### config.mk
export PLATFORM = sky130hd
export DESIGN_NAME = tshm_thresh
export DESIGN_NICKNAME = d
export VERILOG_FILES = /design/src/hw/rtl/tshm_pkg.sv /design/src/hw/rtl/tshm_thresh.sv
export SDC_FILE = /design/constraint.sdc
export NUM_CORES = 2
export LEC_CHECK = 0
export BUFFER_PORTS_ARGS = -buffer_cell sky130_fd_sc_hd__buf_2
export CAP_MARGIN = 20
export CORE_MARGIN = 3
export CORE_UTILIZATION = 65
export DETAILED_ROUTE_END_ITERATION = 12
export GPL_ROUTABILITY_DRIVEN = 0
export PLACE_DENSITY_LB_ADDON = 0.12
export SETUP_SLACK_MARGIN = 0.05
export SYNTH_ARGS = -nofsm -noshare
export SYNTH_HDL_FRONTEND = slang
export SYNTH_SLANG_ARGS = --single-unit
### constraint.sdc
create_clock -name clk -period 20.8 [get_ports clk]
set_input_delay 3.12 -clock clk [delete_from_list [all_inputs] [get_ports clk]]
set_output_delay 3.12 -clock clk [all_outputs]
set_load 0.05 [all_outputs]
### src/hw/rtl/tshm_pkg.sv
package tshm_pkg;

  localparam int TimeW  = 64;
  localparam int VarW   = 32;
  localparam int SumW   = VarW + 2;
  localparam int SqW    = 2 * SumW;
  localparam int ThrW   = 84;
  localparam int EpochW = 32;
  localparam int QualW  = 7;

  // Where the quality of an item comes from once it reaches the output.
  localparam logic [1:0] QSRC_KEEP  = 2'd0;
  localparam logic [1:0] QSRC_ZERO  = 2'd1;
  localparam logic [1:0] QSRC_GRADE = 2'd2;

  localparam logic [QualW-1:0] Q_HIGH     = 7'd100;
  localparam logic [QualW-1:0] Q_MID_HIGH = 7'd66;
  localparam logic [QualW-1:0] Q_MID_LOW  = 7'd33;
  localparam logic [QualW-1:0] Q_NONE     = 7'd0;

  typedef struct packed {
    logic             cmd;
    logic [TimeW-1:0] now_us;
    logic [TimeW-1:0] sample_stamp_us;
    logic [VarW-1:0]  var_x;
    logic [VarW-1:0]  var_y;
    logic [VarW-1:0]  var_z;
    logic             vars_finite;
  } in_item_t;

  typedef struct packed {
    logic [31:0]     timeout_us;
    logic            cfg_ok;
    logic [ThrW-1:0] t1;
    logic [ThrW-1:0] t2;
    logic [ThrW-1:0] t3;
  } thresh_t;

  typedef struct packed {
    logic [EpochW-1:0] epoch;
    logic              changed;
    logic [1:0]        qsrc;
    logic [SumW-1:0]   sum;
  } track_t;

endpackage

### src/hw/rtl/tshm_thresh.sv
module tshm_thresh (
  input  logic                clk,
  input  logic                rst,
  input  logic                cfg_we,
  input  logic                cfg_index,
  input  logic [31:0]         cfg_wdata,
  output logic                busy,
  output tshm_pkg::thresh_t   thr
);

  localparam logic REG_TIMEOUT = 1'b0;
  localparam logic REG_VSCALE  = 1'b1;
  localparam logic [2:0] SEQ_START = 3'd4;

  logic [31:0] timeout_us;
  logic [31:0] variance_scale;
  logic [2:0]  cnt;
  logic [63:0] vsq;
  logic [tshm_pkg::ThrW-1:0] t1, t2, t3;
  logic [tshm_pkg::ThrW-1:0] vsq_w;

  always_ff @(posedge clk) begin
    if (rst) begin
      timeout_us     <= 32'd100000;
      variance_scale <= 32'd65536;
      cnt            <= SEQ_START;
    end else if (cfg_we) begin
      unique case (cfg_index)
        REG_TIMEOUT: timeout_us     <= cfg_wdata;
        REG_VSCALE:  variance_scale <= cfg_wdata;
        default:     timeout_us     <= timeout_us;
      endcase
      cnt <= SEQ_START;
    end else if (cnt != 3'd0) begin
      cnt <= cnt - 3'd1;
    end
  end

  assign vsq_w = {20'd0, vsq};

  // The bounds are rebuilt one step a cycle: V*V, then times 90, then twice times 100.
  always_ff @(posedge clk) begin
    unique case (cnt)
      3'd4:    vsq <= 64'(variance_scale) * 64'(variance_scale);
      3'd3:    t1  <= (vsq_w << 6) + (vsq_w << 4) + (vsq_w << 3) + (vsq_w << 1);
      3'd2:    t2  <= (t1 << 6) + (t1 << 5) + (t1 << 2);
      3'd1:    t3  <= (t2 << 6) + (t2 << 5) + (t2 << 2);
      default: vsq <= vsq;
    endcase
  end

  assign busy           = (cnt != 3'd0);
  assign thr.timeout_us = timeout_us;
  assign thr.cfg_ok     = (timeout_us != 32'd0) && (variance_scale != 32'd0);
  assign thr.t1         = t1;
  assign thr.t2         = t2;
  assign thr.t3         = t3;

endmodule

* After elaboration in Yosys (flattened, before gate mapping) *
Index checks and enable logic that the tools add are counted.

operators by class
  add/sub/neg operators = 8
  $mul = 1
  equal/unequal tests = 4
  bitwise operators = 1
  reduce and logical (&&, ||, !) cells = 7

operators by type and width
  cell                                                                   count
  84-bit adder                                                           4
  72-bit by 65-bit adder with 73-bit output                              1
  71-bit by 67-bit adder with 72-bit output                              1
  70-bit by 68-bit adder with 71-bit output                              1
  32-bit by 32-bit multiplier with 64-bit output                         1
  32-bit nonzero test                                                    2
  3-bit by 2-bit equality test with 1-bit output, second input constant  2
  2-bit AND reduction                                                    2
  3-bit by 1-bit equality test with 1-bit output, second input constant  1
  3-bit equality test, second input constant                             1
  3-bit nonzero test                                                     1
  3-bit by 1-bit subtractor with 3-bit output, second input constant     1
  2-bit OR reduction                                                     1
  1-bit logical AND                                                      1
  1-bit NOT                                                              1

word-level totals
  register bits after elaboration = 383
  input port bits = 36
  logic and storage cells = 28

* Depth between registers and ports, before layout *
  depth in word-level cells = 3
  mapped depth = 32
  mapped depth without buffers = 30

* Worst setup path after synthesis *
Ideal clock, no wire load.

  path type = reg2reg
  start point = register variance_scale[2]
  end point = register vsq[53] (data pin)
  arrival = 7.380 ns
  data required time = 20.538 ns
  path slack = 13.158 ns
  stages on the path, launching flop included = 29
  buffers on the path = 2
  clock period less this slack = 7.642 ns
  cell sequence = dfxtp_1 -> clkbuf_1 -> buf_1 -> nand2_1 -> fa_1 -> inv_1 -> fa_1 -> inv_1 -> fa_1 -> fa_1 -> inv_1 -> fa_1 -> inv_1 -> fa_1 -> inv_1 -> fa_1 -> inv_1 -> fa_1 -> inv_1 -> ha_1 -> nand2_1 -> a221oi_1 -> o221ai_1 -> o41ai_1 -> a21oi_1 -> o31ai_2 -> o21ai_1 -> o21ai_1 -> xor2_1

on the way
  cells in the longest elaborated chain, start to end = 1

ends and longest elaborated chain
  what                                            line               source
  start: declaration                              tshm_thresh.sv:16  logic [31:0] variance_scale;
  start signal: assignment                        tshm_thresh.sv:30  REG_VSCALE: variance_scale <= cfg_wdata;
  32-bit by 32-bit multiplier with 64-bit output  tshm_thresh.sv:44  3'd4: vsq <= 64'(variance_scale) * 64'(variance_scale);
  end signal: assignment                          tshm_thresh.sv:44
  end signal: assignment                          tshm_thresh.sv:48  default: vsq <= vsq;
  end: declaration                                tshm_thresh.sv:18  logic [63:0] vsq;

No other way between the ends.
A chain may end at the register's enable or synchronous reset.

* Final worst setup path *
  start point = register variance_scale[3]
  end point = register vsq[63] (data pin)

Same word-level chain as after synthesis.

==> out/metrics.cfg <==
[pwr]
power.switching_mw=2.37
intPower_mw=2.81
p_per_area_nw_per_um2=83.7
total_leakage_power_nw=30.9
p_comb_share_pct=64.5
ir_drop_uv=131
power.share.sequential_pct=21.2
swShare_pct=45.7
clkPwrFrac_pct=14.3

[routing]
wirelength_um=139000
routedWlPerCell_um=19.2
via_per_inst=5.79
dr.pass1.iters=6
drtIter0Drc=3271
vias=42021
antenna_left=0
drc_errors=0

[cells_and_area]
final_cell_mix=1047 x fa_1, 1035 x inv_1, 579 x nand2_1, 537 x ha_1, 385 x a21oi_1
layout.nets=7681
layout_commonest_cell=fa_1
diodes=0
area_growth_pct=6.30
fillers=6971
layoutNonFillerInstCount=7261
drive_above_1_share_pct=7.48
fin_util_pct=69.8
stdcell_area_um2=61900

[yosys]
synth_edf_count=284
synth_top_cell_by_area=fa_1
syn_area_um2=58200
synth_top_area_share_pct=36.0
yosysWarningCount=0
seq_area_frac_synth_pct=17.0
synthDistinctLibCells=84
avgSynthCellArea_um2=9.83
syn_inst=5920
synth.area.top_cells=fa_1 36%, edfxtp_1 15%, ha_1 12%
async_flop_share_pct=0
synthFlopType=edfxtp_1
synth-seq-cells=351

[cts]
htree_num_levels=2
clkLatencyLatePin_ns=0.63
numClockSinks=351
cts_tree=done
cts_buffers=43
hold_buffers=0
clk_pin_slew_ns=0.06
root_buffer=clkbuf_16
cts_buffer_depth=3
post_cts_resized=0
cts_setup_buffers=0

[timing]
rsz0062_at_grt=no
hold_violations=0
drv_slew=0
relSlewSlack_pct=30.0
tns_ns=0
fin_crit_sh_pct=43.5
setup_viol=0
fin_crit_ns=9.06
worst_slew_pin_slew_ns=1.05
skew_ns=0.0359
hold_slack_ns=0.455
clock.fmax_mhz=110

[global_route]
grt_max_degree=75
overflow=0
antenna_found_initial=0
grt_pass1_vias=44543
grt_pass1_wl_um=231000
track_usage_pct=30.8

[floorplan]
start_util_pct=65.7
fp-row-count=109
core_um2=88600
die-area_um2=93200
die_height_um=305
boundaryPins=322
die_x_um=305

[worst_setup_path]
cpMostUsedCell=fa_1
cp.required_ns=21.15
r2r_start=variance_scale[3]
cpMaxStageDelayCell=dfxtp_2
ff2ff_path_depth=29
setup.worst_path.class=flip-flop to flip-flop
crit_family=adder cells
crit_fanout=38
reg2reg_to=vsq[63]
slowest_delay_ns=1.02
cp_num_buf_inv=6
critPathCaptureType=flip-flop
critPathArrivalTime_ns=9.41
start_kind=flip-flop
r2r_slack_ns=11.74

[placement]
numPortBuffers=290
placed_area_um2=60400
placed_cells=7179
hpwl_um=113000

[min_path]
min_path_type=flip-flop to flip-flop
whs_endpoint=variance_scale[2]
min_delay_path_depth=2
hp-start=variance_scale[2]

[run]
maxCapViolations=0

[outcome]
status=finished clean

-- metrics by stage --
| stage | setup WS [ns] | power, mW |
|---|---|---|
| floorplan | 13.16 | 3.72 |
| global placement | 12.20 | 4.35 |
| detailed placement | 12.01 | 4.41 |
| CTS | 11.95 | 5.17 |
| global route | 11.44 | 5.66 |
| finish | 11.74 | 5.18 |
-- flip-flops by register name, summed over array words and instances (netlist names) --
name and flops:
cnt 3, t1 69, t2 74, t3 78
timeout_us 32, variance_scale 32, vsq 63
-- cells by family (layout without fill, tap and decap cells) --
| logic type | count (synthesis) | count (layout) | share of synthesized area (%) |
|---|---|---|---|
| multiplexers | 4 | 4 | 0.0731 |
| AO/OA/AOI/OAI | 1022 | 1022 | 11.1 |
| buffers and inverters | 1295 | 1441 | 8.56 |
| adder cells (fa/ha/maj) | 1584 | 1584 | 47.5 |
| XOR/XNOR | 300 | 300 | 4.51 |
| AND/OR/NAND/NOR | 1363 | 1363 | 11.2 |
| flip-flops | 351 | 351 | 17.0 |
| other | 1 | 31 | 0.00644 |
-- tightest hold or removal path: stages (launching register included) --
cell	delay [ns]
dfxtp_1	0.31
nand2_1	0.05
a21oi_1	0.05
-- worst max path at each step --
stage / cells after the start / start / end / slack, ns
after CTS: 29 / variance_scale[3] / vsq[63] / 11.95
after global routing: 29 / variance_scale[3] / vsq[63] / 11.44
after floorplan: 28 / variance_scale[2] / vsq[53] / 13.16
after detailed placement: 29 / variance_scale[3] / vsq[63] / 12.01
final: 29 / variance_scale[3] / vsq[63] / 11.74
after global placement: 23 / variance_scale[22] / vsq[60] / 12.20
-- Yosys cell counts, types with 8 or more instances --
master and number:
fa_1 1047, inv_1 1035, nand2_1 579, ha_1 537, a21oi_1 385, edfxtp_1 284, and2_1 252, clkbuf_1 219
nor2_1 188, a21o_1 175, xnor2_1 174, o21ai_0 137, xor2_1 126, nand3_1 75, dfxtp_1 67, nand4_1 61
o21bai_1 52, nor2b_1 44, o21ai_1 40, a31oi_1 35, and3_1 35, nor3_1 34, buf_4 31, a211oi_1 28
o21a_1 24, nand2b_1 23, nor4_1 20, o211ai_1 16, a31o_2 14, a21boi_0 13, o31ai_1 12, or2_2 12
a311oi_1 10, or3_1 10, a221oi_1 9, a41oi_1 9, nand3b_1 8
-- metal layers --
layer	GRT usage (%)	vias to the layer above	routed length, um
met4	11.8	0	6020
met1	40.6	20678	56400
met5	0	-	0
li1	-	19367	-
met3	5.49	341	10600
met2	51.4	1635	66100
-- final cells by class --
cell class                      instances  area, um2  area share (%)
Inverter                             1036       3890            6.28
Tap cell                             1165       1460            2.36
Clock buffer                           53       1130            1.83
Multi-Input combinational cell       4304      43500            70.3
Clock inverter                         27        254           0.410
Timing Repair Buffer                  325       1770            2.86
Sequential cell                       351       9880            16.0
-- power groups by stage --
stage	Clock (mW)	Sequential (mW)	Combinational [mW]
final	0.741	1.10	3.34
after global routing	0.786	1.11	3.76
after CTS	0.757	1.10	3.31
after detailed placement	0	1.12	3.29
after global placement	0	1.11	3.23
after floorplan	0	1.13	2.59
No activity file was read; power rests on OpenSTA's default activity.
