===== config.mk =====
export PLATFORM = sky130hd
export DESIGN_NAME = tshm_grade
export DESIGN_NICKNAME = d
export VERILOG_FILES = /design/src/hw/rtl/tshm_pkg.sv /design/src/hw/rtl/tshm_grade.sv
export SDC_FILE = /design/constraint.sdc
export NUM_CORES = 2
export LEC_CHECK = 0
export BUFFER_PORTS_ARGS = -buffer_cell sky130_fd_sc_hd__buf_2
export CAP_MARGIN = 20
export CORE_MARGIN = 1
export CORE_UTILIZATION = 58
export CTS_BUF_LIST = sky130_fd_sc_hd__clkbuf_2 sky130_fd_sc_hd__clkbuf_4 sky130_fd_sc_hd__clkbuf_8
export CTS_CLUSTER_SIZE = 20
export DETAILED_ROUTE_END_ITERATION = 10
export PLACE_DENSITY = 0.85
export SLEW_MARGIN = 0
export SYNTH_ARGS = -nofsm -noshare
export SYNTH_HDL_FRONTEND = slang
export SYNTH_SLANG_ARGS = --single-unit

===== constraint.sdc =====
create_clock -name clk -period 6.8 [get_ports clk]
set_clock_uncertainty 0.1 [all_clocks]
set_input_delay 0 -clock clk [delete_from_list [all_inputs] [get_ports clk]]
set_output_delay 0 -clock clk [all_outputs]
set_load 0.01 [all_outputs]

===== src/hw/rtl/tshm_pkg.sv =====
package tshm_pkg;

  localparam int TimeW  = 64;
  localparam int VarW   = 32;
  localparam int SumW   = VarW + 2;
  localparam int SqW    = 2 * SumW;
  localparam int ThrW   = 84;
  localparam int EpochW = 32;
  localparam int QualW  = 7;

  // Where the quality of an item comes from once it reaches the output.
  localparam logic [1:0] QSRC_KEEP  = 2'd0;
  localparam logic [1:0] QSRC_ZERO  = 2'd1;
  localparam logic [1:0] QSRC_GRADE = 2'd2;

  localparam logic [QualW-1:0] Q_HIGH     = 7'd100;
  localparam logic [QualW-1:0] Q_MID_HIGH = 7'd66;
  localparam logic [QualW-1:0] Q_MID_LOW  = 7'd33;
  localparam logic [QualW-1:0] Q_NONE     = 7'd0;

  typedef struct packed {
    logic             cmd;
    logic [TimeW-1:0] now_us;
    logic [TimeW-1:0] sample_stamp_us;
    logic [VarW-1:0]  var_x;
    logic [VarW-1:0]  var_y;
    logic [VarW-1:0]  var_z;
    logic             vars_finite;
  } in_item_t;

  typedef struct packed {
    logic [31:0]     timeout_us;
    logic            cfg_ok;
    logic [ThrW-1:0] t1;
    logic [ThrW-1:0] t2;
    logic [ThrW-1:0] t3;
  } thresh_t;

  typedef struct packed {
    logic [EpochW-1:0] epoch;
    logic              changed;
    logic [1:0]        qsrc;
    logic [SumW-1:0]   sum;
  } track_t;

endpackage


===== src/hw/rtl/tshm_grade.sv =====
module tshm_grade (
  input  logic                              clk,
  input  logic                              rst,
  input  logic                              load_sq,
  input  logic                              load_out,
  input  tshm_pkg::track_t                  trk,
  input  tshm_pkg::thresh_t                 thr,
  output logic [tshm_pkg::EpochW-1:0]       epoch,
  output logic [tshm_pkg::QualW-1:0]        quality,
  output logic                              epoch_changed
);

  logic [tshm_pkg::SqW-1:0]    sq;
  logic [tshm_pkg::EpochW-1:0] epoch_sq;
  logic                        changed_sq;
  logic [1:0]                  qsrc_sq;
  logic [tshm_pkg::ThrW-1:0]   sq_w;
  logic [tshm_pkg::QualW-1:0]  graded;
  logic [tshm_pkg::QualW-1:0]  quality_next;

  always_ff @(posedge clk) begin
    if (load_sq) begin
      sq         <= tshm_pkg::SqW'(trk.sum) * tshm_pkg::SqW'(trk.sum);
      epoch_sq   <= trk.epoch;
      changed_sq <= trk.changed;
      qsrc_sq    <= trk.qsrc;
    end
  end

  // Comparing sum squared with 90, 9000 and 900000 times V squared grades mean = sum/3
  // against V times 10^0.5, 10^1.5 and 10^2.5 exactly; a tie falls to the lower level.
  assign sq_w = {{(tshm_pkg::ThrW - tshm_pkg::SqW){1'b0}}, sq};

  always_comb begin
    priority if (sq_w < thr.t1) begin
      graded = tshm_pkg::Q_HIGH;
    end else if (sq_w < thr.t2) begin
      graded = tshm_pkg::Q_MID_HIGH;
    end else if (sq_w < thr.t3) begin
      graded = tshm_pkg::Q_MID_LOW;
    end else begin
      graded = tshm_pkg::Q_NONE;
    end
    unique case (qsrc_sq)
      tshm_pkg::QSRC_GRADE: quality_next = graded;
      tshm_pkg::QSRC_KEEP:  quality_next = quality;
      default:              quality_next = tshm_pkg::Q_NONE;
    endcase
  end

  // The output quality register doubles as the kept quality level.
  always_ff @(posedge clk) begin
    if (rst) begin
      quality <= tshm_pkg::Q_NONE;
    end else if (load_out) begin
      quality <= quality_next;
    end
  end

  always_ff @(posedge clk) begin
    if (load_out) begin
      epoch         <= epoch_sq;
      epoch_changed <= changed_sq;
    end
  end

endmodule


* After elaboration in Yosys (flattened, before gate mapping)
Cells that the tools add are included.
** Storage, ports and cells
- Flip-flop bits (word level) :: 143
- Bits in latches :: 0
- RAM bits :: 0
- Memory bits (read-only) :: 0
- Input bits :: 358
- Logic and storage cells :: 19
- Memories kept :: 0
** Operators by class
- Add/sub/neg operators :: 0
- Multiply operators :: 1
- Divide/modulo/power cells :: 0
- $lt $le $gt $ge :: 3
- Equality and inequality tests :: 1
- Shift operators :: 0
- Mux-type cells :: 4
- Bitwise logic cells :: 1
- Reduce and logical (&&, ||, !) cells :: 2
** Operator list (number)
- 68-bit by 84-bit < comparator with 1-bit output :: 3
- 34-bit by 34-bit multiplier with 68-bit output :: 1
- 7-bit 2-to-1 mux :: 2
- 7-bit one-hot mux with 2 select lines :: 1
- 6-bit 2-to-1 mux :: 1
- 2-bit == test (second input constant) :: 1
- 2-bit logical NOT :: 1
- 2-bit AND reduction :: 1
- 1-bit inverter :: 1

* Longest topological paths before layout
- Depth in word-level cells :: 5
- Depth in mapped cells :: 31
- Depth with buffers taken out :: 28

* Least setup slack after synthesis
No wires, ideal clock.
- Path type :: input-to-reg
- Start point :: in trk[22] (netlist name)
- End point :: reg sq[61] (netlist name) (data pin)
- Data arrival time :: 6876 ps
- Data required time :: 6430 ps
- Path slack :: -445 ps
- Cell stages on the path :: 26
- Buffers on the path :: 2
- Cells stage by stage :: clkbuf_1 clkbuf_1 nand2_1 fa_1 inv_1 fa_1 inv_1 fa_1 inv_1 fa_1 fa_1 fa_1 fa_1 inv_1 fa_1 inv_1 ha_1 nand4_1 nor3_1 nand2_1 o211ai_1 nor2_1 a21oi_4 a41oi_4 o41ai_2 xor2_1
** Between the ends
- Cells in the longest elaborated chain, start to end :: 1
** Ends and longest elaborated chain
- from (decl) :: RTL line tshm_grade.sv:6 : input tshm_pkg::track_t trk,
- 34-bit by 34-bit multiplier with 68-bit output :: RTL line tshm_grade.sv:23 : sq <= tshm_pkg::SqW'(trk.sum) * tshm_pkg::SqW'(trk.sum);
- to (signal assigned) :: RTL line tshm_grade.sv:23
- to (decl) :: RTL line tshm_grade.sv:13 : logic [tshm_pkg::SqW-1:0] sq;
No other way between the ends.
A chain may end at the register's enable or synchronous reset.

* Final worst setup path
- Start point :: in trk[14] (netlist name)
- End point :: reg sq[61] (netlist name) (data pin)
The elaborated chain is that of the path after synthesis.

==> impl_results.md <==
- Yosys top cell by area: fa_1
- Drt first pass iters: 10
- Total Wirelength: 144 mm
- Crit path max fanout: 13
- Fillers: 4422
- Syn Inst Count: 4399
- Port Buffers: 362
- Post-DR vias/cell: 5.75
- Main synth FF type: edfxtp_1
- Status: finished with violations
- Worst setup EP type: flip-flop
- Starting Density: 58.7%
- Max Transition Viols Final: 0
- Wire per inst: 23.1 µm
- Failing checks: setup timing
- Min-Delay Path Class: input port to flip-flop
- Fin nets: 7041
- Max clock buf depth: 2
- Post-DP HPWL: 115 mm
- H-tree depth: 4
- Routability cong.: 1.01
- Number of global-route vias before repair: 38700
- F_max: 144 MHz
- Cell row count: 98
- WS Path Type: input port to flip-flop
- Largest family of logic cells by synthesized area: adder cells
- RSZ-0062 raised after global routing: yes
- XOR/XNOR Fraction of Synth Area: 1.62%
- Multiplexer area fraction after synthesis: 0.0267%
- Initial antenna violation count: 15
- DIE AREA: 73700 µm²
- CTS tree: yes
- Arrival time at the worst endpoint: 7.08 ns
- Antenna viol nets, final: 0
- Yosys cell types: 76
- First-pass GRT wire length: 207 mm
- Sequential area share after synthesis: 9.86%
- Synth Area in Compound Gates: 6.23%
- Fin crit share: 102%
- Reg2Reg Depth: 10
- Worst slew pin tran: 1.14 ns
- Die H: 271 µm
- Hold Path End: quality[5]
- Grt ovf: 0
- Clock Sink Count: 140
- Post-synth EDFFs: 135
- Warnings, synthesis: 0
- Final hold vios: 0
- R2r setup slk: 2.56 ns
- Final WS setup: -0.147 ns
- Yosys reg bits: 140
- Worst-Skew Late Latency: 0.48 ns
- Slew HR: 23.9%
- Top cells by area, synth: fa_1 (44%), ha_1 (14%), inv_1 (12%), edfxtp_1 (9.6%), and2_1 (3.4%)
- Ys async rst share: 0%
- Clock Pin Slew Worst Setup and Hold Paths: 0.10 ns
- Mapped Area: 42100 µm²
- Area Overhead vs Synth: 22.5%
- Worst hold stages: 7
- Min-delay src: thr[161]
- Initial DRC Count: 3351
- Critical Path RT: 6.93 ns
- Share of layout cells above drive strength 1: 23.1%
- Synth Area in Simple Gates: 10.4%
- Num CTS Buffers: 17
- Gr usage total: 36.8%
- Mean Syn Cell Area: 9.58 µm²
- I/O pin count: 398
- Worst reg2reg path startpoint: sq[47]
- DRC violations left: 0
- R2R Path End: quality[0]
- Setup TNS Final: -1.09 ns
- Die X: 271 µm
- Largest net degree at the start of global routing: 88
- Detailed-route via count: 35900
- Yosys top cell area share: 44.2%
- Final min period: 6.95 ns
- # setup viols final: 16
- Root Driver: clkbuf_8
- Most frequent cells in the layout: inv_1 (1309), fa_1 (877), buf_4 (513)
- Startpoint Class: input port
- Commonest non-fill, non-tap cell in the layout: inv_1
- MaxCap Viol Count: 0
- Synth Area in Adders: 58.7%
- Core Area: 71700 µm²
-- kinds of logic (layout without fill, tap and decap cells) --
group | after synthesis | in the layout
buf+inv | 1475 | 2353
fa+ha+maj | 1418 | 1418
simple gates | 883 | 883
compound gates | 403 | 403
flops | 140 | 140
xor+xnor | 78 | 78
other cells | 1 | 17
mux | 1 | 1
-- state kept, by name, summed over array words and instances (netlist names) --
signal,cells
sq,67
epoch,32
epoch_sq,32
quality,5
qsrc_sq,2
changed_sq,1
epoch_changed,1
-- routing by layer --
layer	GRT usage [%]	up-vias	share of wire [%]
li1	-	14900	-
met1	42.6	17400	33
met2	61.6	2682	47
met3	8.95	875	11
met4	22.8	2	8.7
met5	0	-	0.0083
-- through the flow --
step | instances | hold slack, ns | worst slack (ns) | instance area [µm²] | util, %
floorplan | 4400 | -0.00122 | -0.0294 | 42700 | -
global placement | 6097 | 0.0770 | -0.648 | 49000 | 68.3
detailed placement | 6097 | 0.0790 | -0.858 | 49000 | 68.3
CTS | 6191 | 0.0219 | 0.000926 | 50400 | 70.2
global route | 6242 | 0.104 | -0.332 | 51600 | 71.9
finish | 6243 | 0.0741 | -0.147 | 51600 | 71.9
-- worst max-delay path, stage by stage --
cell and delay, ns:
buf_6 0.14, buf_4 0.16, buf_4 0.15, and2_1 0.17, fa_1 0.51, inv_1 0.11
fa_1 0.76, fa_2 0.53, fa_2 0.55, fa_2 0.45, fa_1 0.47, fa_1 0.52
inv_1 0.06, fa_1 0.51, ha_4 0.30, nand4_1 0.20, nor3_4 0.24, nand2_1 0.08
o211ai_1 0.23, nor2_2 0.09, a21oi_4 0.21, a41oi_4 0.17, buf_6 0.15, o41ai_4 0.21
xor2_1 0.10
-- timing repair --
action / CTS / global route
setup buffers: 16 / 34
setup endpoints to repair: 28 / 37
gates resized for setup: 103 / 233
gates cloned: 1 / 4
pin swaps: 64 / 182
hold buffers: 45 / 0
endpoints found under the hold margin: 56 / 0
-- Yosys cell counts (all sizes together) (3+ instances only) --
cell type  number
nand2         377
a31o            3
inv          1344
o21ai          73
and2          232
nor2           93
edfxtp        135
dfxtp           5
a211oi         10
clkbuf        116
ha            488
nor3           15
nor3b           4
o21a           16
fa            930
xor2           27
o211ai         13
nor2b          23
xnor2          51
o311ai          3
a2111oi         4
and3            7
a31oi          16
or2             4
o41ai           3
a21o           79
or3             6
o2111ai         4
o31ai           9
nand4          44
or4             3
o21bai         14
nand2b          6
a221oi          5
nand3          38
a21oi         132
and4            9
buf            13
nor4           17
-- area by class of cell --
type                    count  area (µm²)  share of cell area (%)
repair buffers            975        7290                    14.1
multi-input cells        2785       33400                    64.8
flip-flops and latches    140        4150                    8.05
clock inverters            15         194                   0.376
diodes                     15        37.5                  0.0728
clock buffers              17         234                   0.453
inverters                1346        5070                    9.82
well taps                 950        1190                    2.30
-- worst max-delay path by stage --
stage / from / end / slack, ns / cells past startpoint
finish: trk[14] / sq[61] / -0.15 / 25
global route: trk[8] / sq[60] / -0.33 / 29
CTS: trk[11] / sq[60] / 0.0009 / 26
detailed placement: trk[6] / sq[66] / -0.86 / 28
global placement: trk[7] / sq[66] / -0.65 / 27
floorplan: trk[31] / sq[60] / -0.03 / 26
Power is not shown: default switching activity piles up to over one toggle a cycle in this logic, so the estimate is an artifact.
