==> config.mk <==
export PLATFORM = sky130hd
export DESIGN_NAME = tshm_track
export DESIGN_NICKNAME = d
export VERILOG_FILES = /design/src/hw/rtl/tshm_pkg.sv /design/src/hw/rtl/tshm_track.sv
export SDC_FILE = /design/constraint.sdc
export NUM_CORES = 1
export LEC_CHECK = 0
export BUFFER_PORTS_ARGS = -buffer_cell sky130_fd_sc_hd__buf_2
export CORE_MARGIN = 3
export CORE_UTILIZATION = 45
export CTS_BUF_LIST = sky130_fd_sc_hd__clkbuf_8 sky130_fd_sc_hd__clkbuf_16
export CTS_CLUSTER_SIZE = 24
export DETAILED_ROUTE_END_ITERATION = 8
export GPL_TIMING_DRIVEN = 0
export PLACE_DENSITY = 0.81
export SYNTH_ARGS = -nofsm -noshare
export SYNTH_HDL_FRONTEND = slang
export SYNTH_SLANG_ARGS = --single-unit
export TNS_END_PERCENT = 5
==> constraint.sdc <==
create_clock -name clk -period 6 [get_ports clk]
set_input_delay 0.3 -clock clk [delete_from_list [all_inputs] [get_ports clk]]
set_output_delay 0.3 -clock clk [all_outputs]
set_load 0.005 [all_outputs]
==> src/hw/rtl/tshm_pkg.sv <==
package tshm_pkg;

  localparam int TimeW  = 64;
  localparam int VarW   = 32;
  localparam int SumW   = VarW + 2;
  localparam int SqW    = 2 * SumW;
  localparam int ThrW   = 84;
  localparam int EpochW = 32;
  localparam int QualW  = 7;

  // Where the quality of an item comes from once it reaches the output.
  localparam logic [1:0] QSRC_KEEP  = 2'd0;
  localparam logic [1:0] QSRC_ZERO  = 2'd1;
  localparam logic [1:0] QSRC_GRADE = 2'd2;

  localparam logic [QualW-1:0] Q_HIGH     = 7'd100;
  localparam logic [QualW-1:0] Q_MID_HIGH = 7'd66;
  localparam logic [QualW-1:0] Q_MID_LOW  = 7'd33;
  localparam logic [QualW-1:0] Q_NONE     = 7'd0;

  typedef struct packed {
    logic             cmd;
    logic [TimeW-1:0] now_us;
    logic [TimeW-1:0] sample_stamp_us;
    logic [VarW-1:0]  var_x;
    logic [VarW-1:0]  var_y;
    logic [VarW-1:0]  var_z;
    logic             vars_finite;
  } in_item_t;

  typedef struct packed {
    logic [31:0]     timeout_us;
    logic            cfg_ok;
    logic [ThrW-1:0] t1;
    logic [ThrW-1:0] t2;
    logic [ThrW-1:0] t3;
  } thresh_t;

  typedef struct packed {
    logic [EpochW-1:0] epoch;
    logic              changed;
    logic [1:0]        qsrc;
    logic [SumW-1:0]   sum;
  } track_t;

endpackage

==> src/hw/rtl/tshm_track.sv <==
module tshm_track (
  input  logic                 clk,
  input  logic                 rst,
  input  logic                 load,
  input  tshm_pkg::in_item_t   item,
  input  tshm_pkg::thresh_t    thr,
  output tshm_pkg::track_t     res
);

  logic [tshm_pkg::TimeW-1:0]  last_time, last_time_next;
  logic                        time_seen, time_seen_next;
  logic                        timed_out_flag, timed_out_flag_next;
  logic                        sample_seen, sample_seen_next;
  logic [tshm_pkg::TimeW-1:0]  last_stamp, last_stamp_next;
  logic [tshm_pkg::TimeW-1:0]  last_receive_time, last_receive_time_next;
  logic [tshm_pkg::EpochW-1:0] epoch_count, epoch_count_next;
  tshm_pkg::track_t            res_next;

  logic [tshm_pkg::EpochW-1:0] epoch_inc;
  logic [tshm_pkg::EpochW-1:0] epoch_adv;
  logic [tshm_pkg::TimeW:0]    limit_sum;
  logic [tshm_pkg::TimeW-1:0]  limit;
  logic                        bad;
  logic                        invalid;
  logic                        seen_w;

  assign epoch_inc = epoch_count + 32'd1;
  assign epoch_adv = (epoch_inc == 32'd0) ? 32'd1 : epoch_inc;
  assign limit_sum = {1'b0, last_receive_time} + {33'd0, thr.timeout_us};
  assign limit     = limit_sum[tshm_pkg::TimeW] ? {tshm_pkg::TimeW{1'b1}}
                                                : limit_sum[tshm_pkg::TimeW-1:0];
  assign bad       = !thr.cfg_ok || (time_seen && (item.now_us < last_time));
  assign invalid   = (item.sample_stamp_us == 64'd0) || !item.vars_finite ||
                     (item.var_x == 32'd0) || (item.var_y == 32'd0) ||
                     (item.var_z == 32'd0);

  always_comb begin
    last_time_next         = item.now_us;
    time_seen_next         = 1'b1;
    timed_out_flag_next    = timed_out_flag;
    sample_seen_next       = sample_seen;
    last_stamp_next        = last_stamp;
    last_receive_time_next = last_receive_time;
    epoch_count_next       = epoch_count;
    seen_w                 = sample_seen;
    res_next.changed       = 1'b0;
    res_next.qsrc          = tshm_pkg::QSRC_ZERO;
    res_next.sum           = 34'(item.var_x) + 34'(item.var_y) + 34'(item.var_z);
    if (item.cmd) begin
      if (bad) begin
        timed_out_flag_next = 1'b1;
        sample_seen_next    = 1'b0;
      end else if (!sample_seen || (item.now_us > limit)) begin
        timed_out_flag_next = 1'b1;
      end else begin
        res_next.qsrc = tshm_pkg::QSRC_KEEP;
      end
    end else if (bad) begin
      epoch_count_next    = epoch_adv;
      sample_seen_next    = 1'b0;
      timed_out_flag_next = 1'b1;
      res_next.changed    = 1'b1;
    end else begin
      // A return after a timeout opens the new epoch before the sample is judged,
      // so at most one epoch step happens per item.
      if (timed_out_flag) begin
        epoch_count_next    = epoch_adv;
        res_next.changed    = 1'b1;
        timed_out_flag_next = 1'b0;
        sample_seen_next    = 1'b0;
        seen_w              = 1'b0;
      end
      priority if (invalid) begin
        res_next.qsrc = tshm_pkg::QSRC_ZERO;
      end else if (seen_w && (item.sample_stamp_us < last_stamp)) begin
        epoch_count_next    = epoch_adv;
        sample_seen_next    = 1'b0;
        timed_out_flag_next = 1'b1;
        res_next.changed    = 1'b1;
      end else if (seen_w && (item.sample_stamp_us == last_stamp)) begin
        res_next.qsrc = tshm_pkg::QSRC_ZERO;
      end else begin
        sample_seen_next       = 1'b1;
        last_stamp_next        = item.sample_stamp_us;
        last_receive_time_next = item.now_us;
        res_next.qsrc          = tshm_pkg::QSRC_GRADE;
      end
    end
    res_next.epoch = epoch_count_next;
  end

  always_ff @(posedge clk) begin
    if (rst) begin
      last_time         <= 64'd0;
      time_seen         <= 1'b0;
      timed_out_flag    <= 1'b0;
      sample_seen       <= 1'b0;
      last_stamp        <= 64'd0;
      last_receive_time <= 64'd0;
      epoch_count       <= 32'd0;
    end else if (load) begin
      last_time         <= last_time_next;
      time_seen         <= time_seen_next;
      timed_out_flag    <= timed_out_flag_next;
      sample_seen       <= sample_seen_next;
      last_stamp        <= last_stamp_next;
      last_receive_time <= last_receive_time_next;
      epoch_count       <= epoch_count_next;
    end
  end

  always_ff @(posedge clk) begin
    if (load) begin
      res <= res_next;
    end
  end

endmodule

After elaboration in Yosys (flattened, before gate mapping):

Index checks and enable logic that the tools add are counted.

* add/sub/neg operators: 4
* magnitude comparators: 3
* eq/ne operators: 3
* mux-type cells: 33
* bitwise gates (word level): 5
* reduce and logical (&&, ||, !) cells: 20

Operator list (number)
* $mux 32: 6
* $logic_not 32->1: 4
* $lt 64x64->1: 2
* $add 64x32->65: 1
* $eq 64x64->1: 1
* $gt 64x64->1: 1
* $logic_not 64->1: 1
* $mux 64: 1
* $add 33x32->34: 1
* $add 32x32->33: 1
* $add 32x1->32 const B: 1
* $mux 1: 21
* $mux 2: 5
* $logic_or 1x1->1: 6
* $reduce_and 6->1: 1
* $not 1->1: 5
* $reduce_and 2->1: 2
* $logic_and 1x1->1: 3
* $logic_not 1->1: 3
* $ne 3x1->1 const B: 1
* $ne 2x1->1 const B: 1

* register bits after elaboration: 296
* word-level logic and storage cells: 79

Depth between registers and ports, before layout:

Gate-level depths: netlist of the first run.

* depth in word-level cells: 11
* gate-level depth with buffers: 22

Least setup slack after synthesis of the first run:

OpenSTA, ideal clock, no wires.

* path kind: input -> register
* start: in thr[259] (netlist name)
* end: reg res[34] (netlist name) (data pin)
* setup time: 0.254 ns
* data arrival time: 4.528 ns
* data required time: 5.746 ns
* setup slack: 1.217 ns
* stages: 21
* path through: ha_1 > clkbuf_1 > a2111oi_0 > or3_1 > a21oi_1 > o211ai_1 > a211oi_1 > o21ba_2 > buf_2 > clkbuf_1 > nor2_1 > ha_1 > nand2b_1 > a21oi_1 > o41ai_1 > o21ai_0 > a221oi_1 > o211ai_1 > a2111oi_0 > o2111ai_1 > o21a_1

RTL lines
* from (decl): line tshm_track.sv:6 `input tshm_pkg::thresh_t thr,`
* to (signal assigned): line tshm_track.sv:114 `res <= res_next;`
* to (decl): line tshm_track.sv:7 `output tshm_pkg::track_t res`

==> results of run 1 <==
## routing by layer
layer | vias to the layer above | GRT usage, %
met2 | 729 | 39.5
met3 | 114 | 4.23
met5 | - | 0
met4 | 10 | 7.94
met1 | 9630 | 32.9
li1 | 9866 | -
## worst min-delay path by stage
stage                     end           start
2_1_floorplan          res[0]            load
3_3_place_gp   last_stamp[18]  last_stamp[18]
3_5_place_dp   last_stamp[32]  last_stamp[32]
4_1_cts        last_stamp[47]       item[144]
5_1_grt        last_stamp[47]       item[144]
6_report       last_stamp[53]       item[150]
## area by class of cell
type	instances	area share [%]
multi-input cells	1964	55.1
repair buffers	333	6.57
clock inverters	21	0.507
clock buffers	47	4.28
diodes	3	0.0293
well taps	615	3.00
flip-flops and latches	296	25.8
inverters	158	2.31
plain buffers	125	2.40
## registers in the layout, summed over array words and instances, names as in the netlist
register,flops
time_seen,1
last_stamp,64
last_receive_time,64
res,69
timed_out_flag,1
sample_seen,1
epoch_count,32
last_time,64
## power by group
part / total (W) / internal [W] / switching [W]
sequential: 0.00224 / 0.00219 / 0.0000490
clock: 0.00225 / 0.00133 / 0.000918
combinational: 0.00130 / 0.000549 / 0.000747
## worst max-delay path, delay by kind of cell (launching register included)
| family | cells | cell delay, ns |
|---|---|---|
| compound gates | 9 | 1.58 |
| fa+ha+maj | 2 | 0.66 |
| flops | 1 | 0.31 |
| simple gates | 7 | 2.26 |
| buf+inv | 3 | 0.70 |
## logic make-up (layout without fill, tap and decap cells)
group / Yosys count / count (layout) / share of synthesized area (%)
other: 0 / 3 / 0
XOR/XNOR: 104 / 104 / 4.16
buffers and inverters: 284 / 684 / 5.49
multiplexers: 201 / 201 / 9.21
adder cells (fa/ha/maj): 289 / 289 / 17.7
AND/OR/NAND/NOR: 932 / 932 / 20.3
flip-flops: 296 / 296 / 30.2
AO/OA/AOI/OAI: 438 / 438 / 12.9
## Yosys cell counts, drive strengths merged, types with 4 or more instances
library cell | count | area (sq um)
a2111oi | 7 | 61.3
a211oi | 21 | 158
a21boi | 4 | 30.0
a21o | 54 | 405
a21oi | 144 | 721
a221oi | 9 | 78.8
a31o | 8 | 70.1
a31oi | 16 | 100
and2 | 10 | 62.6
and3 | 20 | 125
and4 | 20 | 175
buf | 38 | 277
clkbuf | 88 | 332
dfxtp | 227 | 4540
edfxtp | 69 | 2070
fa | 34 | 681
ha | 255 | 3190
inv | 158 | 593
mux2 | 4 | 45.0
mux2i | 197 | 1970
nand2 | 355 | 1330
nand2b | 12 | 75.1
nand3 | 57 | 285
nand3b | 4 | 30.0
nand4 | 66 | 413
nor2 | 193 | 732
nor2b | 18 | 113
nor3 | 67 | 335
nor3b | 5 | 37.5
nor4 | 51 | 325
o211ai | 14 | 105
o21a | 25 | 188
o21ai | 62 | 310
o21bai | 6 | 45.0
o22ai | 4 | 25.0
o31ai | 32 | 240
or2 | 5 | 31.3
or3 | 10 | 62.6
or4 | 34 | 255
xnor2 | 60 | 526
xor2 | 44 | 385
## cell usage in the layout (no fill, tap or decap), types with 12 or more instances in the layout
cell type	count
nand2_1	355
buf_2	337
ha_1	255
dfxtp_1	227
mux2i_1	197
nor2_1	191
inv_1	166
a21oi_1	142
clkbuf_1	84
edfxtp_1	69
nor3_1	66
nand4_1	66
xnor2_1	60
o21ai_0	59
nand3_1	56
a21o_1	54
nor4_1	50
xor2_1	44
clkbuf_16	40
or4_1	34
fa_1	34
o31ai_1	32
o21a_1	25
and4_1	20
and3_1	20
a211oi_1	20
nor2b_1	18
a31oi_1	15
buf_6	15
o211ai_1	14
nand2b_1	12
## stage by stage
stage | util [%] | cells | power, W | area, sq um
after floorplan | - | 2544 | 0.00308 | 21900
after global placement | 50.7 | 3487 | 0.00352 | 24300
after detailed placement | 50.7 | 3487 | 0.00355 | 24300
after CTS | 53.4 | 3558 | 0.00582 | 25600
after global routing | 53.5 | 3560 | 0.00608 | 25600
final | 53.5 | 3562 | 0.00579 | 25700
## what timing repair did
action	in CTS	in global routing
setup buffers	1	2
pin swaps	1	2
endpoints found under the setup margin	2	2
hold buffers	2	0
resized for setup	9	11
endpoints found under the hold margin	2	0
==> metrics.csv, run 1 <==
metric;value;unit
wl_per_cell;18.1;um
syn_area;21900;sq um
layout.nets;3718;
cp_max_fo;10;
cp_slowest_stage_delay;0.65;ns
core_area;47900;sq um
worstSetupEndpointType;flop;
critical_path.cell_chain;ha_1 -> a21o_1 -> a2111oi_0 -> or3_1 -> a21oi_2 -> o211ai_1 -> buf_4 -> a211oi_2 -> o21ba_2 -> clkbuf_4 -> buf_4 -> a21oi_1 -> ha_1 -> nand4_1 -> nor2_1 -> nand3_1 -> or4_1 -> nor3_4 -> and4_1 -> o2111ai_1 -> o21a_1;
leakage;10.7;nW
grt-ovfl-total;0;
hold_slack;0.0300;ns
dieHeight;227;um
synth-seq-area-share;30.2;%
hold_viol_final;0;
fp.dieW;227;um
first_global_vias;19100;
worst_pin_slew;1.30;ns
regArea;6620;sq um
drv_cap;0;
layout_setup_ws;0.216;ns
hp-class;in -> reg;
critPathSlowestCell;or4_1;
maxSlewViolCount;0;
timing.rr.start;last_receive_time[5];
rr_endpoint;res[34];
setup_viol;0;
top_layer;met5;
crit_end;res[34];
worst_skew_pair.late_latency;0.55;ns
multiInputGateArea;14100;sq um
skew;0.0230;ns
via_count;20300;
antenna_found_initial;7;
hold_depth;3;
setup.worst_path.class;reg -> reg;
io_buffers;328;
start_util;45.7;%
first_iter_violations;1491;
rrSetupSlack;0.22;ns
antenna_left;0;
finalSetupTns;0;ns
max_slew_margin;12.7;%
fin_crit;5.78;ns
max_freq;0.173;GHz
syn-num-nets;3347;
fp.dieArea;51300;sq um
wl_met1;28800;um
dpl.hpwl;50000;um
cp-start-kind;flop;
drive_above_1_share;15.4;%
reg2reg_depth;21;
viasPerCell;5.71;
clkSinkCount;296;
ys_seq_elements;296;
ys_types;75;
pre_cts_slack;-1.14;ns
cts_tree;built;
gp_congestion;0.922;
async_flop_share;0;%
met3_wirelength;4930;um
p_per_area;226;nW/um^2
grtUsageTotal;24.3;%
synthCells;2544;
grt_pass1_wl;100000;um
cts-root-buf;clkbuf_16;
fin_crit_sh;96.4;%
grt_max_degree;71;
wl_met2;28900;um
wl;64500;um
ir_worst_vdd;0.189;mV
yosys_most_used_dff;dfxtp_1;
synth-edff-count;69;
h-tree-depth;2;
area_delta_synth_final;17.2;%
ys_warn_count;0;
postSynthAreaPerCell;8.61;sq um
clockBufferDepth;3;
drcViolationCount;0;
crit_path_start;last_receive_time[5];
pin_count;583;
fill_cells;4373;
status;finished clean;
arrival;6.09;ns
rows;80;
clk_pin_slew_worst_paths;0.06;ns
numCtsBuffers;37;
drt_pass1_iterations;7;
worstPathRequired;6.30;ns
(Power assumes the default switching activity.)
==> inputs of run 2 (changes only) <==
--- a/config.mk
+++ b/config.mk
@@ -6,7 +6,8 @@
 export NUM_CORES = 1
 export LEC_CHECK = 0
 export BUFFER_PORTS_ARGS = -buffer_cell sky130_fd_sc_hd__buf_2
-export CORE_MARGIN = 3
+export CAP_MARGIN = 20
+export CORE_MARGIN = 2
 export CORE_UTILIZATION = 45
 export CTS_BUF_LIST = sky130_fd_sc_hd__clkbuf_8 sky130_fd_sc_hd__clkbuf_16
 export CTS_CLUSTER_SIZE = 24
==> run 2 against run 1 <==
  * Design area increased by 0.46%
  * Worst setup slack worse by 0.047 ns
  * Power rose by 2.5%
  * Critical path depth grew 1
  * Flip-flop and latch count did not move
  * Non-clock buffer count is 4 higher
  * Critical endpoint unchanged
  * Worst hold slack worse by 0.0034 ns
  * Critical path type unchanged
  * Register-to-register slack got worse by 0.05 ns
  * Clock power rose by 6%
==> metrics.csv, run 2 (synthesized netlist as in run 1, its figures left out) <==
metric;value;unit;change
antenna_found_initial;15;;+8
worst_pin_slew;0.920;ns;-0.378 ns
numCtsBuffers;38;;+2.7%
clockBufferDepth;3;;unchanged
met2_usage;40.9;%;+1.4 points
gp_congestion;0.940;;+2.0%
dpl.hpwl;50500;um;+1.0%
first_iter_violations;1418;;-4.9%
leakage;10.8;nW;+0.40%
grt-ovfl-total;0;;unchanged
fin_crit;5.83;ns;+0.0473 ns
worstPathRequired;6.31;ns;about the same
use_met3;4.72;%;+0.48 points
drv_cap;0;;unchanged
core_area;47800;sq um;-0.21%
maxSlewViolCount;0;;unchanged
viasPerCell;5.66;;-0.97%
antenna_left;0;;unchanged
fin_area;25800;sq um;+0.46%
fp.dieArea;50400;sq um;-1.8%
hold_viol_final;0;;unchanged
layout_commonest_cell;nand2_1;;
drive_above_1_share;15.6;%;+0.21 points
drcViolationCount;0;;unchanged
skew;0.0229;ns;-0.0000710 ns
via_count;20200;;-0.58%
placed_area;24300;sq um;about the same
grt_max_degree;71;;unchanged
clk_pin_slew_worst_paths;0.06;ns;about the same
drt_pass1_iterations;6;;-1
max_flop_register;res;;
rrSetupSlack;0.17;ns;-0.05 ns
largest_reg_flops;69;;unchanged
area_delta_synth_final;17.7;%;
wl_per_cell;18.1;um;+0.16%
start_util;45.8;%;+0.096 points
use_met1;32.8;%;-0.083 points
dieHeight;225;um;-0.88%
grt_pass1_wl;101000;um;+0.25%
crit_path_start;last_receive_time[6];;
status;finished clean;;
rows;80;;unchanged
layout.nets;3723;;+0.13%
fin_crit_sh;97.2;%;+0.79 points
grt_setup_unrepaired;no;;
cp_max_fo;10;;unchanged
cp-start-kind;flop;;
fp.dieW;225;um;-0.88%
arrival;6.14;ns;+0.05 ns
first_global_vias;19000;;-0.52%
finalPower;0.00593;W;+2.5%
clkSinkCount;296;;unchanged
setup_viol;0;;unchanged
max_freq;0.171;GHz;-0.81%
setup.worst_path.class;reg -> reg;;
top_usage_layer;met2;;
worstSetupEndpointType;flop;;
wl;64900;um;+0.55%
pin_count;583;;unchanged
p_per_area;230;nW/um^2;+2.0%
pre_cts_slack;-1.15;ns;-0.00861 ns
layout_common_cells;nand2_1, buf_2, ha_1;;
max_slew_margin;38.7;%;+26 points
layout_setup_ws;0.168;ns;-0.0473 ns
h-tree-depth;2;;unchanged
io_buffers;328;;unchanged
worst_skew_pair.late_latency;0.56;ns;about the same
cts_tree;built;;
min-delay-start;item[155];;
ir_worst_vdd;0.159;mV;-16%
cts-root-buf;clkbuf_16;;
grtUsageTotal;25.0;%;+0.71 points
timing.rr.start;last_receive_time[6];;
hp-class;in -> reg;;
[run 2: per-layer routing]
metal,routed length (um),vias up,part of all wire [%]
li1,-,9884,-
met2,29600,686,46
met5,38,-,0.059
met4,2000,6,3.1
met1,28600,9531,44
met3,4690,123,7.2
[run 2: final timing paths]
check | end | cells past startpoint
setup / recovery | res[34] | 22
setup reg to reg | res[34] | 22
hold / removal | last_stamp[58] | 3
hold reg to reg | last_stamp[40] | 2
[run 2: worst max-delay path: stages (launching register included)]
cell and delay [ns]:
dfxtp_1 0.31, ha_1 0.27, clkbuf_1 0.24, a2111oi_0 0.15
or3_1 0.44, a21oi_2 0.23, o211ai_1 0.13, buf_4 0.17
a211oi_2 0.30, o21ba_2 0.25, clkbuf_4 0.26, buf_2 0.26
nor2_1 0.09, ha_1 0.32, a211oi_1 0.25, o21bai_1 0.13
a211oi_1 0.24, o21ai_0 0.13, a21oi_1 0.25, o211ai_1 0.29
a2111oi_4 0.49, o2111ai_1 0.21, o21a_1 0.15
[run 2: final cells by class]
class	instances	area, sq um
fillers	4368	22100
multi-input cells	1964	14100
flip-flops and latches	296	6620
repair buffers	336	1710
clock buffers	46	1070
well taps	615	769
plain buffers	126	617
inverters	158	593
clock inverters	23	223
diodes	12	30.0
[run 2: timing repair]
action,in CTS,in global routing
gates resized for setup,9,9
buffers inserted,1,2
hold buffers,4,0
endpoints found under the hold margin,4,0
pin swaps,1,2
endpoints found under the setup margin,2,2
[run 2: per-stage QoR]
stage / std cells / setup TNS (ns) / utilization [%] / hold slack (ns)
after floorplan: 2544 / 0 / - / 0.412
after global routing: 3574 / 0 / 53.9 / 0.0169
after detailed placement: 3488 / -2.25 / 50.8 / 0.447
after global placement: 3487 / -2.20 / 50.8 / 0.442
final: 3576 / 0 / 53.9 / 0.0267
after CTS: 3562 / 0 / 53.7 / 0.000148
[run 2: power by group]
part	internal, W	switching, W
Combinational	0.000551	0.000748
Clock	0.00144	0.000948
Sequential	0.00219	0.0000470
